**src/touch_sample_qualify_and_map_defines.svh**
```systemverilog
// Assertion macros for the touch sample qualify and map block.
// Expects clk_i and rst_ni in the scope where the macros are used.
`ifndef TOUCH_SAMPLE_QUALIFY_AND_MAP_DEFINES_SVH
`define TOUCH_SAMPLE_QUALIFY_AND_MAP_DEFINES_SVH

// Same-cycle implication, disabled during reset.
`define TSQM_ASSERT_IMP(lbl, ante, cons, msg) \
  lbl: assert property (@(posedge clk_i) disable iff (!rst_ni) (ante) |-> (cons)) \
    else $error(msg);

// Next-cycle implication, disabled during reset.
`define TSQM_ASSERT_NXT(lbl, ante, cons, msg) \
  lbl: assert property (@(posedge clk_i) disable iff (!rst_ni) (ante) |=> (cons)) \
    else $error(msg);

`endif

```
**src/tsqm_pkg.sv**
```systemverilog
// Shared types and constants of the touch sample qualify and map block.
// Used by tsqm_map, tsqm_div and touch_sample_qualify_and_map.
`default_nettype none

package tsqm_pkg;

  localparam int RawW     = 13;
  localparam int ExtW     = 11;
  localparam int PtW      = 10;
  localparam int TimeW    = 32;
  localparam int IgnW     = 16;
  localparam int CfgIdxW  = 3;
  localparam int CfgDataW = 16;
  localparam int AvgCount = 4;
  localparam int SumW     = RawW + 2;
  localparam int ProdW    = RawW + ExtW;
  localparam int QuoW     = ExtW;
  localparam int DivSteps = QuoW;
  localparam int DivCntW  = 4;
  localparam int InDataW  = 152;
  localparam int OutDataW = 24;

  localparam logic [RawW-1:0]  RstRawLow   = 13'd150;
  localparam logic [RawW-1:0]  RstRawHigh  = 13'd4050;
  localparam logic [RawW-1:0]  RstPressMin = 13'd80;
  localparam logic [RawW-1:0]  RstCalStart = 13'd3900;
  localparam logic [RawW-1:0]  RstCalEnd   = 13'd300;
  localparam logic [ExtW-1:0]  RstWidth    = 11'd480;
  localparam logic [ExtW-1:0]  RstHeight   = 11'd320;
  localparam logic [IgnW-1:0]  RstIgnoreMs = 16'd500;
  localparam logic [PtW-1:0]   RstHeldX    = 10'd240;
  localparam logic [PtW-1:0]   RstHeldY    = 10'd160;
  localparam logic [PtW-1:0]   PtMax       = 10'd1023;

  typedef enum logic [CfgIdxW-1:0] {
    REG_RAW_LOW   = 3'd0,
    REG_RAW_HIGH  = 3'd1,
    REG_PRESS_MIN = 3'd2,
    REG_CAL_START = 3'd3,
    REG_CAL_END   = 3'd4,
    REG_WIDTH     = 3'd5,
    REG_HEIGHT    = 3'd6,
    REG_IGNORE_MS = 3'd7
  } tsqm_reg_e;

  // Operands for one axis mapping, as magnitudes.
  typedef struct packed {
    logic [RawW-1:0] dmag;
    logic [RawW-1:0] span;
    logic [ExtW-1:0] omax;
    logic            skip;
  } tsqm_map_t;

  typedef struct packed {
    logic             start;
    logic [ProdW-1:0] dividend;
    logic [RawW-1:0]  divisor;
  } tsqm_div_req_t;

  typedef struct packed {
    logic            busy;
    logic            done;
    logic [QuoW-1:0] quot;
  } tsqm_div_rsp_t;

endpackage

`default_nettype wire

```
**src/tsqm_map.sv**
```systemverilog
// Calibration front end: clamps a raw average to the calibration span and
// forms the magnitudes fed to the divider. Depends on tsqm_pkg.
`default_nettype none

module tsqm_map (
  input  logic [tsqm_pkg::RawW-1:0] raw_i,
  input  logic [tsqm_pkg::RawW-1:0] cal_start_i,
  input  logic [tsqm_pkg::RawW-1:0] cal_end_i,
  input  logic [tsqm_pkg::ExtW-1:0] extent_i,
  output tsqm_pkg::tsqm_map_t       map_o
);
  import tsqm_pkg::*;

  logic            rising;
  logic [RawW-1:0] lo_val;
  logic [RawW-1:0] hi_val;
  logic [RawW-1:0] clamped;

  always_comb begin
    rising  = cal_start_i < cal_end_i;
    lo_val  = rising ? cal_start_i : cal_end_i;
    hi_val  = rising ? cal_end_i : cal_start_i;
    if (raw_i < lo_val) begin
      clamped = lo_val;
    end else if (raw_i > hi_val) begin
      clamped = hi_val;
    end else begin
      clamped = raw_i;
    end
    // Distance and span share a sign, so work on magnitudes.
    map_o.dmag = rising ? (clamped - cal_start_i) : (cal_start_i - clamped);
    map_o.span = hi_val - lo_val;
    map_o.omax = extent_i - 11'd1;
    // Empty span or zero extent both map to coordinate zero.
    map_o.skip = (map_o.span == '0) || (extent_i == '0);
  end

endmodule

`default_nettype wire

```
**src/tsqm_div.sv**
```systemverilog
// Shared restoring divider, one quotient bit per cycle.
// The quotient is known to fit QuoW bits. Depends on tsqm_pkg.
`default_nettype none

module tsqm_div (
  input  logic                      clk_i,
  input  logic                      rst_ni,
  input  tsqm_pkg::tsqm_div_req_t   req_i,
  output tsqm_pkg::tsqm_div_rsp_t   rsp_o
);
  import tsqm_pkg::*;

  logic [RawW-1:0]    rem_q, rem_d;
  logic [QuoW-1:0]    quo_q, quo_d;
  logic [RawW-1:0]    dsr_q, dsr_d;
  logic [DivCntW-1:0] cnt_q, cnt_d;
  logic               busy_q, busy_d;
  logic               done_q, done_d;
  logic [RawW:0]      shifted;
  logic [RawW+1:0]    trial;

  always_comb begin
    rem_d   = rem_q;
    quo_d   = quo_q;
    dsr_d   = dsr_q;
    cnt_d   = cnt_q;
    busy_d  = busy_q;
    done_d  = 1'b0;
    shifted = {rem_q, quo_q[QuoW-1]};
    trial   = {1'b0, shifted} - {2'b00, dsr_q};
    if (req_i.start) begin
      // Upper bits are already below the divisor.
      rem_d  = req_i.dividend[ProdW-1:QuoW];
      quo_d  = req_i.dividend[QuoW-1:0];
      dsr_d  = req_i.divisor;
      cnt_d  = DivCntW'(DivSteps);
      busy_d = 1'b1;
    end else if (busy_q) begin
      if (!trial[RawW+1]) begin
        rem_d = trial[RawW-1:0];
        quo_d = {quo_q[QuoW-2:0], 1'b1};
      end else begin
        rem_d = shifted[RawW-1:0];
        quo_d = {quo_q[QuoW-2:0], 1'b0};
      end
      cnt_d = cnt_q - 1'b1;
      if (cnt_q == DivCntW'(1)) begin
        busy_d = 1'b0;
        done_d = 1'b1;
      end
    end
  end

  always_ff @(posedge clk_i or negedge rst_ni) begin
    if (!rst_ni) begin
      busy_q <= 1'b0;
      done_q <= 1'b0;
      cnt_q  <= '0;
    end else begin
      busy_q <= busy_d;
      done_q <= done_d;
      cnt_q  <= cnt_d;
    end
  end

  always_ff @(posedge clk_i) begin
    rem_q <= rem_d;
    quo_q <= quo_d;
    dsr_q <= dsr_d;
  end

  assign rsp_o.busy = busy_q;
  assign rsp_o.done = done_q;
  assign rsp_o.quot = quo_q;

endmodule

`default_nettype wire

```
**src/touch_sample_qualify_and_map.sv**
```systemverilog
// Touch scan qualification and screen mapping: averages, window checks,
// wake handling and linear calibration through one shared divider.
// Depends on tsqm_pkg, tsqm_map, tsqm_div and the assertion macro header.
//
// Each request carries one controller scan and yields exactly one result.
// The input side is ready only while the sequencer is idle. A scan that is
// rejected, wakes the screen or falls in the ignore window goes from the
// qualify state straight to the output state. For a pressed touch each axis
// goes through a clamp state, a multiply that loads the shared divider,
// 11 divider steps and the collection of the quotient, and the two axes
// use the divider one after the other. An axis whose calibration span is
// empty or whose extent is zero skips the divider and its steps. The result
// sits in an output register, so the next request is taken while it waits
// to be read.
`default_nettype none
`include "touch_sample_qualify_and_map_defines.svh"

module touch_sample_qualify_and_map (
  input  logic                            clk_i,
  input  logic                            rst_ni,
  // x_sample_a..d, y_sample_a..d, pressure_z1, pen_irq_active,
  // screen_asleep, now_ms (lowest bit first), zero filled
  input  logic [tsqm_pkg::InDataW-1:0]    s_axis_tdata,
  input  logic                            s_axis_tvalid,
  output logic                            s_axis_tready,
  // pressed, point_x, point_y, wake_request, touch_activity, zero filled
  output logic [tsqm_pkg::OutDataW-1:0]   m_axis_tdata,
  output logic                            m_axis_tvalid,
  input  logic                            m_axis_tready,
  input  logic                            cfg_we_i,
  input  logic [tsqm_pkg::CfgIdxW-1:0]    cfg_idx_i,
  input  logic [tsqm_pkg::CfgDataW-1:0]   cfg_data_i
);
  import tsqm_pkg::*;

  typedef enum logic [2:0] {
    S_IDLE,
    S_QUAL,
    S_CLAMP,
    S_START,
    S_DIV,
    S_OUT
  } state_e;

  state_e state_q;

  // Configuration registers
  logic [RawW-1:0]  raw_low_q;
  logic [RawW-1:0]  raw_high_q;
  logic [RawW-1:0]  press_min_q;
  logic [RawW-1:0]  cal_start_q;
  logic [RawW-1:0]  cal_end_q;
  logic [ExtW-1:0]  width_q;
  logic [ExtW-1:0]  height_q;
  logic [IgnW-1:0]  ignore_ms_q;

  // Scan registers
  logic [RawW-1:0]  ax_q;
  logic [RawW-1:0]  ay_q;
  logic [RawW-1:0]  z1_q;
  logic             irq_q;
  logic             asleep_q;
  logic [TimeW-1:0] now_q;

  // Working and held state
  logic             axis_q;
  tsqm_map_t        map_q;
  logic [PtW-1:0]   new_x_q;
  logic [PtW-1:0]   new_y_q;
  logic             pressed_q;
  logic             wake_q;
  logic [PtW-1:0]   held_x_q;
  logic [PtW-1:0]   held_y_q;
  logic [TimeW-1:0] ign_q;

  // Output register
  logic             out_valid_q;
  logic             out_pressed_q;
  logic             out_wake_q;
  logic [PtW-1:0]   out_x_q;
  logic [PtW-1:0]   out_y_q;

  logic [RawW-1:0]  smp_x [AvgCount];
  logic [RawW-1:0]  smp_y [AvgCount];
  logic [SumW-1:0]  sum_x;
  logic [SumW-1:0]  sum_y;
  logic [RawW-1:0]  avg_x;
  logic [RawW-1:0]  avg_y;

  logic             in_acc;
  logic             out_free;
  logic             raw_ok;
  logic             press_ok;
  logic             valid;
  logic [TimeW-1:0] since_ign;
  logic [RawW-1:0]  map_raw;
  logic [ExtW-1:0]  map_ext;
  tsqm_map_t        map_c;
  logic [ProdW-1:0] product;
  logic [PtW-1:0]   coord;
  tsqm_div_req_t    div_req;
  tsqm_div_rsp_t    div_rsp;

  assign in_acc        = s_axis_tvalid && s_axis_tready;
  assign s_axis_tready = (state_q == S_IDLE);
  assign out_free      = !out_valid_q || m_axis_tready;

  always_comb begin
    sum_x = '0;
    sum_y = '0;
    for (int i = 0; i < AvgCount; i++) begin
      smp_x[i] = s_axis_tdata[i*RawW +: RawW];
      smp_y[i] = s_axis_tdata[(i+4)*RawW +: RawW];
      sum_x    = sum_x + SumW'(smp_x[i]);
      sum_y    = sum_y + SumW'(smp_y[i]);
    end
    avg_x = RawW'(sum_x / SumW'(AvgCount));
    avg_y = RawW'(sum_y / SumW'(AvgCount));
  end

  always_comb begin
    raw_ok    = (ax_q > raw_low_q) && (ax_q < raw_high_q) &&
                (ay_q > raw_low_q) && (ay_q < raw_high_q);
    press_ok  = (z1_q > press_min_q) && (z1_q < raw_high_q);
    valid     = raw_ok && (irq_q || press_ok);
    since_ign = now_q - ign_q;
  end

  // First pass maps the Y average onto screen x, second the X average.
  assign map_raw = axis_q ? ax_q : ay_q;
  assign map_ext = axis_q ? height_q : width_q;

  tsqm_map u_map (
    .raw_i       (map_raw),
    .cal_start_i (cal_start_q),
    .cal_end_i   (cal_end_q),
    .extent_i    (map_ext),
    .map_o       (map_c)
  );

  assign product          = ProdW'(map_q.dmag) * ProdW'(map_q.omax);
  assign div_req.start    = (state_q == S_START) && !map_q.skip;
  assign div_req.dividend = product;
  assign div_req.divisor  = map_q.span;

  tsqm_div u_div (
    .clk_i  (clk_i),
    .rst_ni (rst_ni),
    .req_i  (div_req),
    .rsp_o  (div_rsp)
  );

  // Saturate the quotient to the point range; a skipped axis gives zero.
  always_comb begin
    if (state_q == S_START) begin
      coord = '0;
    end else if (div_rsp.quot[QuoW-1]) begin
      coord = PtMax;
    end else begin
      coord = div_rsp.quot[PtW-1:0];
    end
  end

  always_ff @(posedge clk_i or negedge rst_ni) begin
    if (!rst_ni) begin
      raw_low_q   <= RstRawLow;
      raw_high_q  <= RstRawHigh;
      press_min_q <= RstPressMin;
      cal_start_q <= RstCalStart;
      cal_end_q   <= RstCalEnd;
      width_q     <= RstWidth;
      height_q    <= RstHeight;
      ignore_ms_q <= RstIgnoreMs;
    end else if (cfg_we_i) begin
      unique case (tsqm_reg_e'(cfg_idx_i))
        REG_RAW_LOW:   raw_low_q   <= cfg_data_i[RawW-1:0];
        REG_RAW_HIGH:  raw_high_q  <= cfg_data_i[RawW-1:0];
        REG_PRESS_MIN: press_min_q <= cfg_data_i[RawW-1:0];
        REG_CAL_START: cal_start_q <= cfg_data_i[RawW-1:0];
        REG_CAL_END:   cal_end_q   <= cfg_data_i[RawW-1:0];
        REG_WIDTH:     width_q     <= cfg_data_i[ExtW-1:0];
        REG_HEIGHT:    height_q    <= cfg_data_i[ExtW-1:0];
        REG_IGNORE_MS: ignore_ms_q <= cfg_data_i[IgnW-1:0];
        default: ;
      endcase
    end
  end

  always_ff @(posedge clk_i) begin
    if (in_acc) begin
      ax_q     <= avg_x;
      ay_q     <= avg_y;
      z1_q     <= s_axis_tdata[8*RawW +: RawW];
      irq_q    <= s_axis_tdata[9*RawW];
      asleep_q <= s_axis_tdata[9*RawW+1];
      now_q    <= s_axis_tdata[9*RawW+2 +: TimeW];
    end
    if (state_q == S_CLAMP) begin
      map_q <= map_c;
    end
  end

  always_ff @(posedge clk_i or negedge rst_ni) begin
    if (!rst_ni) begin
      state_q       <= S_IDLE;
      axis_q        <= 1'b0;
      new_x_q       <= '0;
      new_y_q       <= '0;
      pressed_q     <= 1'b0;
      wake_q        <= 1'b0;
      held_x_q      <= RstHeldX;
      held_y_q      <= RstHeldY;
      ign_q         <= '0;
      out_valid_q   <= 1'b0;
      out_pressed_q <= 1'b0;
      out_wake_q    <= 1'b0;
      out_x_q       <= '0;
      out_y_q       <= '0;
    end else begin
      // The output state loads the register itself.
      if (m_axis_tready && (state_q != S_OUT)) begin
        out_valid_q <= 1'b0;
      end
      unique case (state_q) inside
        S_IDLE: begin
          if (in_acc) begin
            state_q <= S_QUAL;
          end
        end
        S_QUAL: begin
          pressed_q <= 1'b0;
          wake_q    <= 1'b0;
          axis_q    <= 1'b0;
          if (!valid) begin
            state_q <= S_OUT;
          end else if (asleep_q) begin
            // Wake the screen and open the ignore window.
            wake_q  <= 1'b1;
            ign_q   <= now_q + TimeW'(ignore_ms_q);
            state_q <= S_OUT;
          end else if (since_ign[TimeW-1]) begin
            state_q <= S_OUT;
          end else begin
            state_q <= S_CLAMP;
          end
        end
        S_CLAMP: begin
          state_q <= S_START;
        end
        S_START, S_DIV: begin
          if ((state_q == S_START && map_q.skip) ||
              (state_q == S_DIV && div_rsp.done)) begin
            if (!axis_q) begin
              new_x_q <= coord;
              axis_q  <= 1'b1;
              state_q <= S_CLAMP;
            end else begin
              new_y_q   <= coord;
              pressed_q <= 1'b1;
              state_q   <= S_OUT;
            end
          end else if (state_q == S_START) begin
            state_q <= S_DIV;
          end
        end
        S_OUT: begin
          if (out_free) begin
            out_valid_q   <= 1'b1;
            out_pressed_q <= pressed_q;
            out_wake_q    <= wake_q;
            out_x_q       <= pressed_q ? new_x_q : held_x_q;
            out_y_q       <= pressed_q ? new_y_q : held_y_q;
            if (pressed_q) begin
              held_x_q <= new_x_q;
              held_y_q <= new_y_q;
            end
            state_q <= S_IDLE;
          end
        end
        default: state_q <= S_IDLE;
      endcase
    end
  end

  assign m_axis_tvalid = out_valid_q;
  assign m_axis_tdata  = {1'b0, out_pressed_q, out_wake_q, out_y_q, out_x_q,
                          out_pressed_q};

  `TSQM_ASSERT_NXT(a_busy_after_req, in_acc, !s_axis_tready, "request taken while busy")
  `TSQM_ASSERT_IMP(a_wake_released, m_axis_tvalid, !(out_wake_q && out_pressed_q),
                   "wake result reports pressed")
  `TSQM_ASSERT_IMP(a_div_owned, div_rsp.busy, state_q == S_DIV,
                   "divider runs outside the divide state")
  `TSQM_ASSERT_NXT(a_held_stable, !(state_q == S_OUT && out_free),
                   $stable(held_x_q) && $stable(held_y_q), "held point changed mid scan")

endmodule

`default_nettype wire

```
**config.mk**
```make
export PLATFORM = sky130hd
export DESIGN_NAME = touch_sample_qualify_and_map
export DESIGN_NICKNAME = d
export VERILOG_FILES = /design/src/tsqm_pkg.sv /design/src/tsqm_map.sv /design/src/tsqm_div.sv /design/src/touch_sample_qualify_and_map.sv
export VERILOG_INCLUDE_DIRS = /design/src /design/src/src
export SDC_FILE = /design/constraint.sdc
export NUM_CORES = 1
export LEC_CHECK = 0
export ABC_AREA = 0
export ABC_CLOCK_PERIOD_IN_PS = 16200
export CORE_ASPECT_RATIO = 1.25
export CORE_UTILIZATION = 39
export CTS_CLUSTER_DIAMETER = 40
export CTS_CLUSTER_SIZE = 8
export DETAILED_ROUTE_END_ITERATION = 6
export DONT_BUFFER_PORTS = 1
export PLACE_DENSITY = 0.56
export SYNTH_ARGS = -nofsm -noshare
export SYNTH_HDL_FRONTEND = slang
export SYNTH_SLANG_ARGS = --single-unit
```
**constraint.sdc**
```tcl
create_clock -name clk_i -period 16.2 [get_ports clk_i]
set_clock_uncertainty 0.1 [all_clocks]
set_input_delay 2.43 -clock clk_i [delete_from_list [all_inputs] [get_ports clk_i]]
set_output_delay 2.43 -clock clk_i [all_outputs]
set_load 0.01 [all_outputs]
```
==> impl_metrics.py, run 1 <==
metrics = {
    "sta": {
        "rsz0062_at_grt": "no",
        "fin_tns_setup_ns": 0,
        "max_slew.worst_pin.slew_ns": 1.201,
        "clock.fmax_mhz": 111.9,
        "min_period_over_period_pct": 55.16,
        "post-route-min-period_ns": 8.935,
        "slew_headroom_pct": 19.60,
        "setup_viol": 0,
        "slew_viol_final": 0,
        "finalHoldViolCount": 0,
        "hold_slack_ns": 0.3643,
    },
    "cts": {
        "clkLatencyLatePin_ns": 0.64,
        "numCtsBuffers": 60,
        "post-cts-setup-buffers": 0,
        "cts.path.max_buffers": 3,
        "ctsHoldBuffers": 0,
        "htreeDepth": 2,
        "tritoncts": "built",
        "clkTransAtPathRegs_ns": 0.05,
        "clkSinkCount": 344,
        "clockRootBuffer": "clkbuf_16",
        "postCtsResizedCells": 0,
    },
    "critical_path": {
        "end_kind": "flip-flop",
        "worstSetupPathType": "flip-flop to flip-flop",
        "startpoint_type": "flip-flop",
        "rr_worst_depth": 29,
        "cp_max_fo": 47,
        "slowest_delay_ns": 0.68,
        "cp_data_arrival_time_ns": 9.17,
        "required_ns": 16.44,
        "cp_slowest_cell": "o21ai_0",
    },
    "floorplanning": {
        "io_pins": 202,
        "fp.dieH_um": 294.4,
        "core-area_sq_um": 67240,
        "dieArea_sq_um": 69470,
        "die_x_um": 236.0,
        "core.rowCount": 106,
        "initial_core_util_pct": 39.68,
    },
    "routing": {
        "drt-initial-drc-count": 991,
        "wl_per_cell_um": 17.83,
        "vias": 18680,
        "routed_via_density": 5.269,
        "drt-total-wl_um": 63220,
        "drc": 0,
        "drtAntennaViolNets": 0,
        "first_pass_iters": 5,
    },
    "layout": {
        "instances_no_fill": 3545,
        "area_growth_pct": 10.47,
        "drive_above_1_share_pct": 9.406,
        "nets": 3240,
    },
    "logic_synthesis": {
        "synth_seq_area_share_pct": 35.25,
        "synth_cell_types": 74,
        "synth_edf_count": 148,
        "ys.warnings.count": 0,
        "syn_area_per_cell_sq_um": 10.05,
        "syn_nets": 3267,
        "synthFlopType": "dfrtp_1",
        "synth_seq_cells": 344,
        "synthArstFlopShare_pct": 56.98,
        "synth_area_sq_um": 26680,
        "postSynthCellCount": 2655,
    },
    "placed_design": {
        "io_buffers": 0,
        "dp_hpwl_um": 49490,
        "place_congestion": 0.8904,
        "dp_cells": 3430,
    },
    "run_status": {
        "outcome": "finished, final reports clean",
    },
    "power_and_ir_drop": {
        "p_leak_nw": 13.42,
        "power.density_nw_per_um2": 158.2,
        "ir_worst_vdd_mv": 0.09548,
    },
    "global_route": {
        "grt_pass1_wl_um": 102600,
        "grt_pass1_vias": 19810,
        "overflow": 0,
        "antenna_found_initial": 2,
        "grt_max_degree": 197,
        "grt_util_all_layers_pct": 18.46,
    },
    "hold_path": {
        "whs_path_depth": 0,
        "hold_path_class": "flip-flop to flip-flop",
    },
    "run": {
        "cap_violations": 0,
    },
}
## metal layers
metal	routed length [um]	vias to the layer above	global-route usage [%]
met1	25570	9119	20.62
met2	32810	383	34.64
met5	0	-	0
met3	2595	116	3.109
met4	2249	0	7.253
li1	-	9060	-
## layout by cell type (no fill, tap or decap), types with 32 or more instances in the layout
cell type  netlist  final
a21oi_1         99     99
ha_1           282    282
mux2_2          81     81
nand3_1         32     32
clkbuf_16        0     61
a21o_1          64     64
inv_1          302    302
edfxtp_1       148    148
nand2_1        289    289
xor2_1          38     38
nor2_1         147    147
dfstp_2         44     44
mux2i_1         86     86
xnor2_1         49     49
and2_1          64     63
dfrtp_1        152    151
o21ai_0        174    174
fa_1           154    154
## flip-flops by register name, indices dropped and copies added, names as in the netlist, 13 cells and up
| signal | count |
|---|---|
| ax_q | 13 |
| ay_q | 13 |
| cal_end_q | 13 |
| cal_start_q | 13 |
| div_req | 13 |
| ign_q | 32 |
| ignore_ms_q | 16 |
| map_q | 25 |
| now_q | 32 |
| press_min_q | 13 |
| raw_high_q | 13 |
| raw_low_q | 13 |
| u_div.dsr_q | 13 |
| u_div.rem_q | 13 |
| z1_q | 13 |
## worst max-delay path: cells and delay by family (launching register included)
kind	cells	cell delay [ns]
XOR/XNOR	1	0.09
AO/OA/AOI/OAI	16	4.56
buffers and inverters	2	0.60
flip-flops	1	0.46
adder cells (fa/ha/maj)	4	1.31
multiplexers	1	0.23
AND/OR/NAND/NOR	5	1.27
## area by class of cell
type	instances	area, sq um
fillers	6391	37770
multi-input cells	1908	15730
flip-flops and latches	344	9405
clock buffers	96	1728
inverters	302	1134
well taps	864	1081
clock inverters	17	307.8
repair buffers	12	90.09
diodes	2	5.005
## report_power, final
part           leakage [nW]  total [mW]  switching, mW  internal [mW]
Combinational          8.65        2.14           1.25          0.889
Sequential             3.78        1.27          0.116           1.15
Clock                 0.980        1.26          0.433          0.822
## Yosys cell counts (29+ instances only)
library cell | instances | area share (%)
inv_1 | 302 | 4.2
fa_1 | 154 | 12
a21oi_1 | 99 | 1.9
ha_1 | 282 | 13
nand3_1 | 32 | 0.60
clkbuf_1 | 69 | 0.97
nor2_1 | 147 | 2.1
edfxtp_1 | 148 | 17
dfrtp_1 | 152 | 14
mux2i_1 | 86 | 3.2
xnor2_1 | 49 | 1.6
dfstp_2 | 44 | 4.3
o21ai_0 | 174 | 3.3
nand2_1 | 289 | 4.1
nor3_1 | 29 | 0.54
xor2_1 | 38 | 1.2
and2_1 | 64 | 1.5
a21o_1 | 64 | 1.8
mux2_2 | 81 | 3.4
## metrics by stage
stage                     util (%)  instance area [sq um]  setup slack, ns  power (mW)
after floorplan                  -                  26680            8.515       2.880
after global placement       40.80                  27440            7.336       3.358
after detailed placement     40.80                  27440            7.319       3.417
after CTS                    43.83                  29470            7.296       4.704
after global routing         43.84                  29480            6.497       5.034
final                        43.84                  29480            7.265       4.664
## cell families after synthesis
logic type	share of synthesized area, %
xor+xnor	2.856
flops	35.25
fa+ha+maj	24.78
other cells	0.01405
compound gates	12.21
mux	6.701
buf+inv	5.955
simple gates	12.24
## final timing paths
| check | from | to | slack [ns] |
|---|---|---|---|
| max reg2reg | cal_start_q[12] | map_q[37] | 7.26 |
| min in group asynchronous | rst_ni | new_y_q[2] | 1.39 |
| min | div_req[10] | u_div.dsr_q[10] | 0.36 |
| max | cal_start_q[12] | map_q[37] | 7.26 |
| min reg2reg | div_req[10] | u_div.dsr_q[10] | 0.36 |
| max in group asynchronous | rst_ni | ign_q[3] | 14.01 |
Note: power is estimated with default switching activity, not from simulation.
==> run 2: changes to the inputs <==
ABC_CLOCK_PERIOD_IN_PS = 7600   (was 16200)
PLACE_DENSITY = 0.58   (was 0.56)
clock period = 7.6 ns   (was 16.2 ns; I/O delays follow)
==> run 2 against run 1 <==
Cell area rose by 1.9%. Via count rose by 2.1%. Critical path depth rose by 1. Total power rose by 120%. Worst hold slack got worse by 0.24 ns. Clock power rose by 110%. Die area did not move. Routed wire length rose by 2.1%. Sequential cell count did not move. Combinational power rose by 140%. Maximum frequency rose by 24%. Utilization rose by 0.84 points. Critical path type unchanged. Critical endpoint unchanged. Largest power group unchanged. Highest routed layer unchanged.
==> impl_metrics.py, run 2 (synthesis results as in run 1) <==
metrics = {
    "critical_path": {
        "slowest_delay_ns": 0.57,
        "cp_slowest_cell": "dfstp_2",
        "startpoint_type": "flip-flop",
        "required_ns": 7.82,
        "end_kind": "flip-flop",
        "cp_max_fo": 18,
        "crit_top_cell": "buf_4",
        "cp_data_arrival_time_ns": 7.45,
        "worstSetupPathType": "flip-flop to flip-flop",
    },
    "sta": {
        "worst_slack_ns": 0.3681,
        "rsz0062_at_grt": "no",
        "clock.fmax_mhz": 138.3,
        "finalHoldViolCount": 0,
        "slew_viol_final": 0,
        "max_slew.worst_pin.slew_ns": 1.166,
        "slew_headroom_pct": 22.29,
        "post-route-min-period_ns": 7.232,
        "fin_tns_setup_ns": 0,
        "setup_viol": 0,
        "min_period_over_period_pct": 95.16,
    },
    "cts": {
        "htreeDepth": 2,
        "numCtsBuffers": 61,
        "tritoncts": "built",
        "clockRootBuffer": "clkbuf_16",
        "clkTransAtPathRegs_ns": 0.05,
        "clkLatencyLatePin_ns": 0.64,
        "ctsHoldBuffers": 0,
        "clkSinkCount": 344,
        "cts.path.max_buffers": 3,
    },
    "layout": {
        "nFillCells": 6266,
        "layout_common_cells": "302 x inv_1, 289 x nand2_1, 282 x ha_1",
        "nets": 3306,
        "drive_above_1_share_pct": 11.96,
        "area_growth_pct": 12.58,
        "multi_input_area_sq_um": 15770,
        "final_common_cell": "inv_1",
        "final-seq-area_sq_um": 9405,
        "reg_top3": "ign_q: 32 flops, now_q: 32 flops, map_q: 25 flops",
        "n_antenna_cell": 0,
    },
    "placed_design": {
        "io_buffers": 0,
        "dp_hpwl_um": 50590,
        "pre_cts_ws_ns": 0.2175,
        "place_congestion": 0.9173,
    },
    "routing": {
        "vias": 19070,
        "drc": 0,
        "drt-total-wl_um": 64550,
        "first_pass_iters": 5,
        "routed_via_density": 5.287,
        "drt-initial-drc-count": 871,
        "wl_per_cell_um": 17.89,
        "drtAntennaViolNets": 0,
    },
    "global_route": {
        "top_usage_layer": "met2",
        "grtUsageMet1_pct": 21.28,
        "grt_use_met2_pct": 34.73,
        "grt_pass1_vias": 20140,
        "grtUsageMet3_pct": 2.810,
        "grt_pass1_wl_um": 104300,
        "overflow": 0,
        "grt_util_all_layers_pct": 18.78,
        "antenna_found_initial": 0,
        "grt_max_degree": 197,
    },
    "floorplanning": {
        "core-area_sq_um": 67240,
        "core.rowCount": 106,
        "dieArea_sq_um": 69470,
        "die_x_um": 236.0,
        "io_pins": 202,
        "fp.dieH_um": 294.4,
        "initial_core_util_pct": 39.68,
    },
    "run_status": {
        "outcome": "finished, final reports clean",
    },
    "power_and_ir_drop": {
        "p_leak_nw": 13.74,
        "ir_worst_vdd_mv": 0.2380,
        "power.density_nw_per_um2": 348.6,
    },
    "run": {
        "cap_violations": 0,
    },
    "hold_path": {
        "hold_path_class": "input port to asynchronous set/reset pin",
    },
}
==> run 2: changes by cell type in the layout (fill, tap and decap cells not counted), moves of 2 or more <==
cell / delta
diode_2: -2
clkinv_4: +2
bufinv_16: -3
clkbuf_1: -6
clkinvlp_4: +4
clkbuf_16: +3
buf_4: +63
==> run 2: routing by layer <==
layer,vias to the layer above,part of all wire [%]
li1,9202,-
met5,-,0
met4,0,4.1
met1,9321,41
met2,416,51
met3,133,3.7
==> run 2: layout make-up <==
cell class | instances | area share [%]
clock inverter | 18 | 0.8956
tap | 864 | 3.599
sequential | 344 | 31.31
multi-input combinational | 1909 | 52.51
timing repair buffer | 76 | 1.941
inverter | 302 | 3.774
clock buffer | 94 | 5.973
==> run 2: power by group <==
| part | switching, mW | leakage (nW) | internal, mW |
|---|---|---|---|
| Clock | 0.953 | 0.982 | 1.73 |
| Sequential | 0.244 | 3.78 | 2.45 |
| Combinational | 2.83 | 8.98 | 2.26 |
==> run 2: critical path, delay by kind of cell, from the launching register on <==
| kind | cells | cell delay (ns) |
|---|---|---|
| simple gates | 4 | 1.35 |
| compound gates | 15 | 2.74 |
| flops | 1 | 0.57 |
| buf+inv | 6 | 0.99 |
| mux | 1 | 0.22 |
| fa+ha+maj | 3 | 0.89 |
| xor+xnor | 1 | 0.08 |
==> run 2: stage by stage <==
stage	area (sq um)	utilization [%]	power, mW	hold slack (ns)	instances
after floorplan	26680	-	6.139	0.3003	2655
after CTS	29960	44.56	10.48	0.07064	3604
after global placement	27900	41.49	7.591	0.3634	3492
after detailed placement	27900	41.49	7.727	0.3739	3492
after global routing	30040	44.67	11.26	0.08047	3607
final	30040	44.67	10.47	0.1258	3607
==> run 2: final timing paths <==
| check | startpoint | endpoint | slack, ns | cells past startpoint |
|---|---|---|---|---|
| max in group asynchronous | rst_ni | ign_q[6] | 6.67 | 0 |
| setup reg to reg | cal_end_q[2] | map_q[37] | 0.37 | 30 |
| hold reg to reg | new_x_q[3] | new_x_q[3] | 0.38 | 2 |
| setup / recovery | cal_end_q[2] | map_q[37] | 0.37 | 30 |
| hold / removal | rst_ni | held_y_q[6] | 0.13 | 0 |
| min in group clk_i | new_x_q[3] | new_x_q[3] | 0.38 | 2 |
==> run 2: timing repair <==
| action | in CTS | in global routing |
|---|---|---|
| setup buffers | 0 | 2 |
| setup endpoints to repair | 0 | 5 |
| resized for setup | 0 | 7 |
==> run 3: changes to the inputs <==
SYNTH_HIERARCHICAL = 1   (was unset)
==> run 3 against run 2 <==
Register-to-register slack lost 0.05 ns. Clock-buffer cell count unchanged. Setup slack worse by 0.049 ns. Critical endpoint unchanged. Largest power group unchanged. Highest routed layer unchanged.
==> impl_metrics.py, run 3 <==
metrics = {
    "run_status": {
        "outcome": "finished, final reports clean",
    },
    "cts": {
        "clkLatencyLatePin_ns": 0.63,
        "post-cts-setup-buffers": 0,
        "numCtsBuffers": 61,
        "tritoncts": "built",
        "clockRootBuffer": "clkbuf_16",
        "clkSinkCount": 344,
        "htreeDepth": 2,
        "ctsHoldBuffers": 0,
        "cts.path.max_buffers": 3,
        "clkTransAtPathRegs_ns": 0.05,
    },
    "global_route": {
        "grt_util_all_layers_pct": 18.43,
        "top_usage_layer": "met2",
        "grtUsageMet1_pct": 21.27,
        "grt_pass1_wl_um": 104500,
        "grt_max_degree": 197,
        "overflow": 0,
        "grt_use_met2_pct": 33.24,
        "grt_pass1_vias": 20260,
        "grtUsageMet3_pct": 3.346,
        "antenna_found_initial": 0,
    },
    "floorplanning": {
        "dieArea_sq_um": 70640,
        "core.rowCount": 107,
        "die_x_um": 237.9,
        "core-area_sq_um": 68550,
        "initial_core_util_pct": 39.59,
        "io_pins": 202,
        "fp.dieH_um": 296.9,
    },
    "critical_path": {
        "startpoint_type": "flip-flop",
        "required_ns": 7.82,
        "slowest_delay_ns": 0.48,
        "rr_worst_depth": 29,
        "cp_data_arrival_time_ns": 7.50,
        "rr_endpoint": "map_q[37]",
        "cp_max_fo": 10,
        "crit_top_cell": "a21oi_1",
        "cp_slowest_cell": "or4_1",
        "reg2reg_from": "cal_start_q[12]",
        "r2r_setup_slack_ns": 0.32,
        "end_kind": "flip-flop",
        "worstSetupPathType": "flip-flop to flip-flop",
    },
    "layout": {
        "drive_above_1_share_pct": 13.51,
        "final_common_cell": "inv_1",
        "reg_top3": "ign_q: 32 flops, now_q: 32 flops, map_q: 25 flops",
        "layout_common_cells": "283 x inv_1, 282 x ha_1, 229 x nand2_1",
        "nFillCells": 6580,
        "nets": 3297,
        "instances_no_fill": 3664,
        "n_antenna_cell": 0,
        "area_growth_pct": 12.31,
    },
    "placed_design": {
        "dp_cells": 3548,
        "io_buffers": 0,
        "dp_hpwl_um": 50970,
        "place_congestion": 0.8925,
        "pre_cts_ws_ns": -0.1065,
    },
    "sta": {
        "max_slew.worst_pin.slew_ns": 1.081,
        "fin_tns_setup_ns": 0,
        "worst_slack_ns": 0.3193,
        "finalHoldViolCount": 0,
        "rsz0062_at_grt": "no",
        "min_period_over_period_pct": 95.80,
        "slew_headroom_pct": 27.55,
        "slew_viol_final": 0,
        "post-route-min-period_ns": 7.281,
        "setup_viol": 0,
        "clock.fmax_mhz": 137.4,
    },
    "routing": {
        "wl_per_cell_um": 17.77,
        "drtAntennaViolNets": 0,
        "drt-initial-drc-count": 1225,
        "routed_via_density": 5.291,
        "vias": 19390,
        "first_pass_iters": 5,
        "drc": 0,
        "drt-total-wl_um": 65110,
    },
    "logic_synthesis": {
        "syn_nets": 3267,
        "syn_area_per_cell_sq_um": 10.22,
        "synth_area_sq_um": 27130,
        "postSynthCellCount": 2655,
        "ys.warnings.count": 6,
    },
    "power_and_ir_drop": {
        "power.density_nw_per_um2": 339.9,
        "ir_worst_vdd_mv": 0.2287,
        "p_leak_nw": 13.21,
    },
    "run": {
        "cap_violations": 0,
    },
    "hold_path": {
        "hold_path_class": "input port to asynchronous set/reset pin",
    },
}
-- run 3: critical path: cells and delay by family (launching register included) --
family,cells,cell delay [ns]
flops,1,0.44
xor+xnor,1,0.07
buf+inv,3,0.51
simple gates,7,1.27
fa+ha+maj,3,1.16
compound gates,15,3.43
-- run 3: what timing repair did --
item / CTS / global route
endpoints found under the hold margin: 0 / 0
setup endpoints to repair: 2 / 5
resized for setup: 2 / 8
-- run 3: stage by stage --
| step | util, % | hold WS [ns] | total power, mW | area [sq um] |
|---|---|---|---|---|
| after floorplan | - | 0.3003 | 6.073 | 27140 |
| after global placement | 41.36 | 0.3059 | 7.430 | 28350 |
| after detailed placement | 41.36 | 0.3072 | 7.555 | 28350 |
| after CTS | 44.41 | 0.08323 | 10.36 | 30440 |
| after global routing | 44.46 | 0.07976 | 11.09 | 30470 |
| final | 44.46 | 0.1237 | 10.36 | 30470 |
-- run 3: where the power goes --
part / switching [mW] / leakage (nW) / internal [mW]
Combinational: 2.74 / 8.42 / 2.16
Clock: 0.934 / 1.01 / 1.80
Sequential: 0.262 / 3.78 / 2.46
Total: 3.94 / 13.2 / 6.42
-- run 3: how the worst max path moves through the flow --
stage / start / end / cells past startpoint
finish: cal_start_q[12] / map_q[37] / 29
global route: cal_end_q[1] / map_q[37] / 34
CTS: cal_start_q[10] / map_q[37] / 32
detailed placement: cal_start_q[10] / map_q[37] / 32
global placement: cal_start_q[10] / map_q[37] / 31
floorplan: cal_end_q[2] / map_q[37] / 34
-- run 3: final cells by class --
| type | count | area (sq um) | share of cell area [%] |
|---|---|---|---|
| inverter | 284 | 1066 | 3.498 |
| clock inverter | 22 | 315.3 | 1.035 |
| timing repair buffer | 67 | 503.0 | 1.651 |
| clock buffer | 94 | 1772 | 5.814 |
| sequential | 344 | 9404 | 30.86 |
| multi-input combinational | 1927 | 16260 | 53.34 |
| tap | 926 | 1159 | 3.802 |
-- run 3: per-layer routing --
| metal | wire length [um] | part of all wire (%) |
|---|---|---|
| met1 | 26550 | 41 |
| met3 | 2852 | 4.4 |
| met5 | 0 | 0 |
| met2 | 33190 | 51 |
| met4 | 2525 | 3.9 |
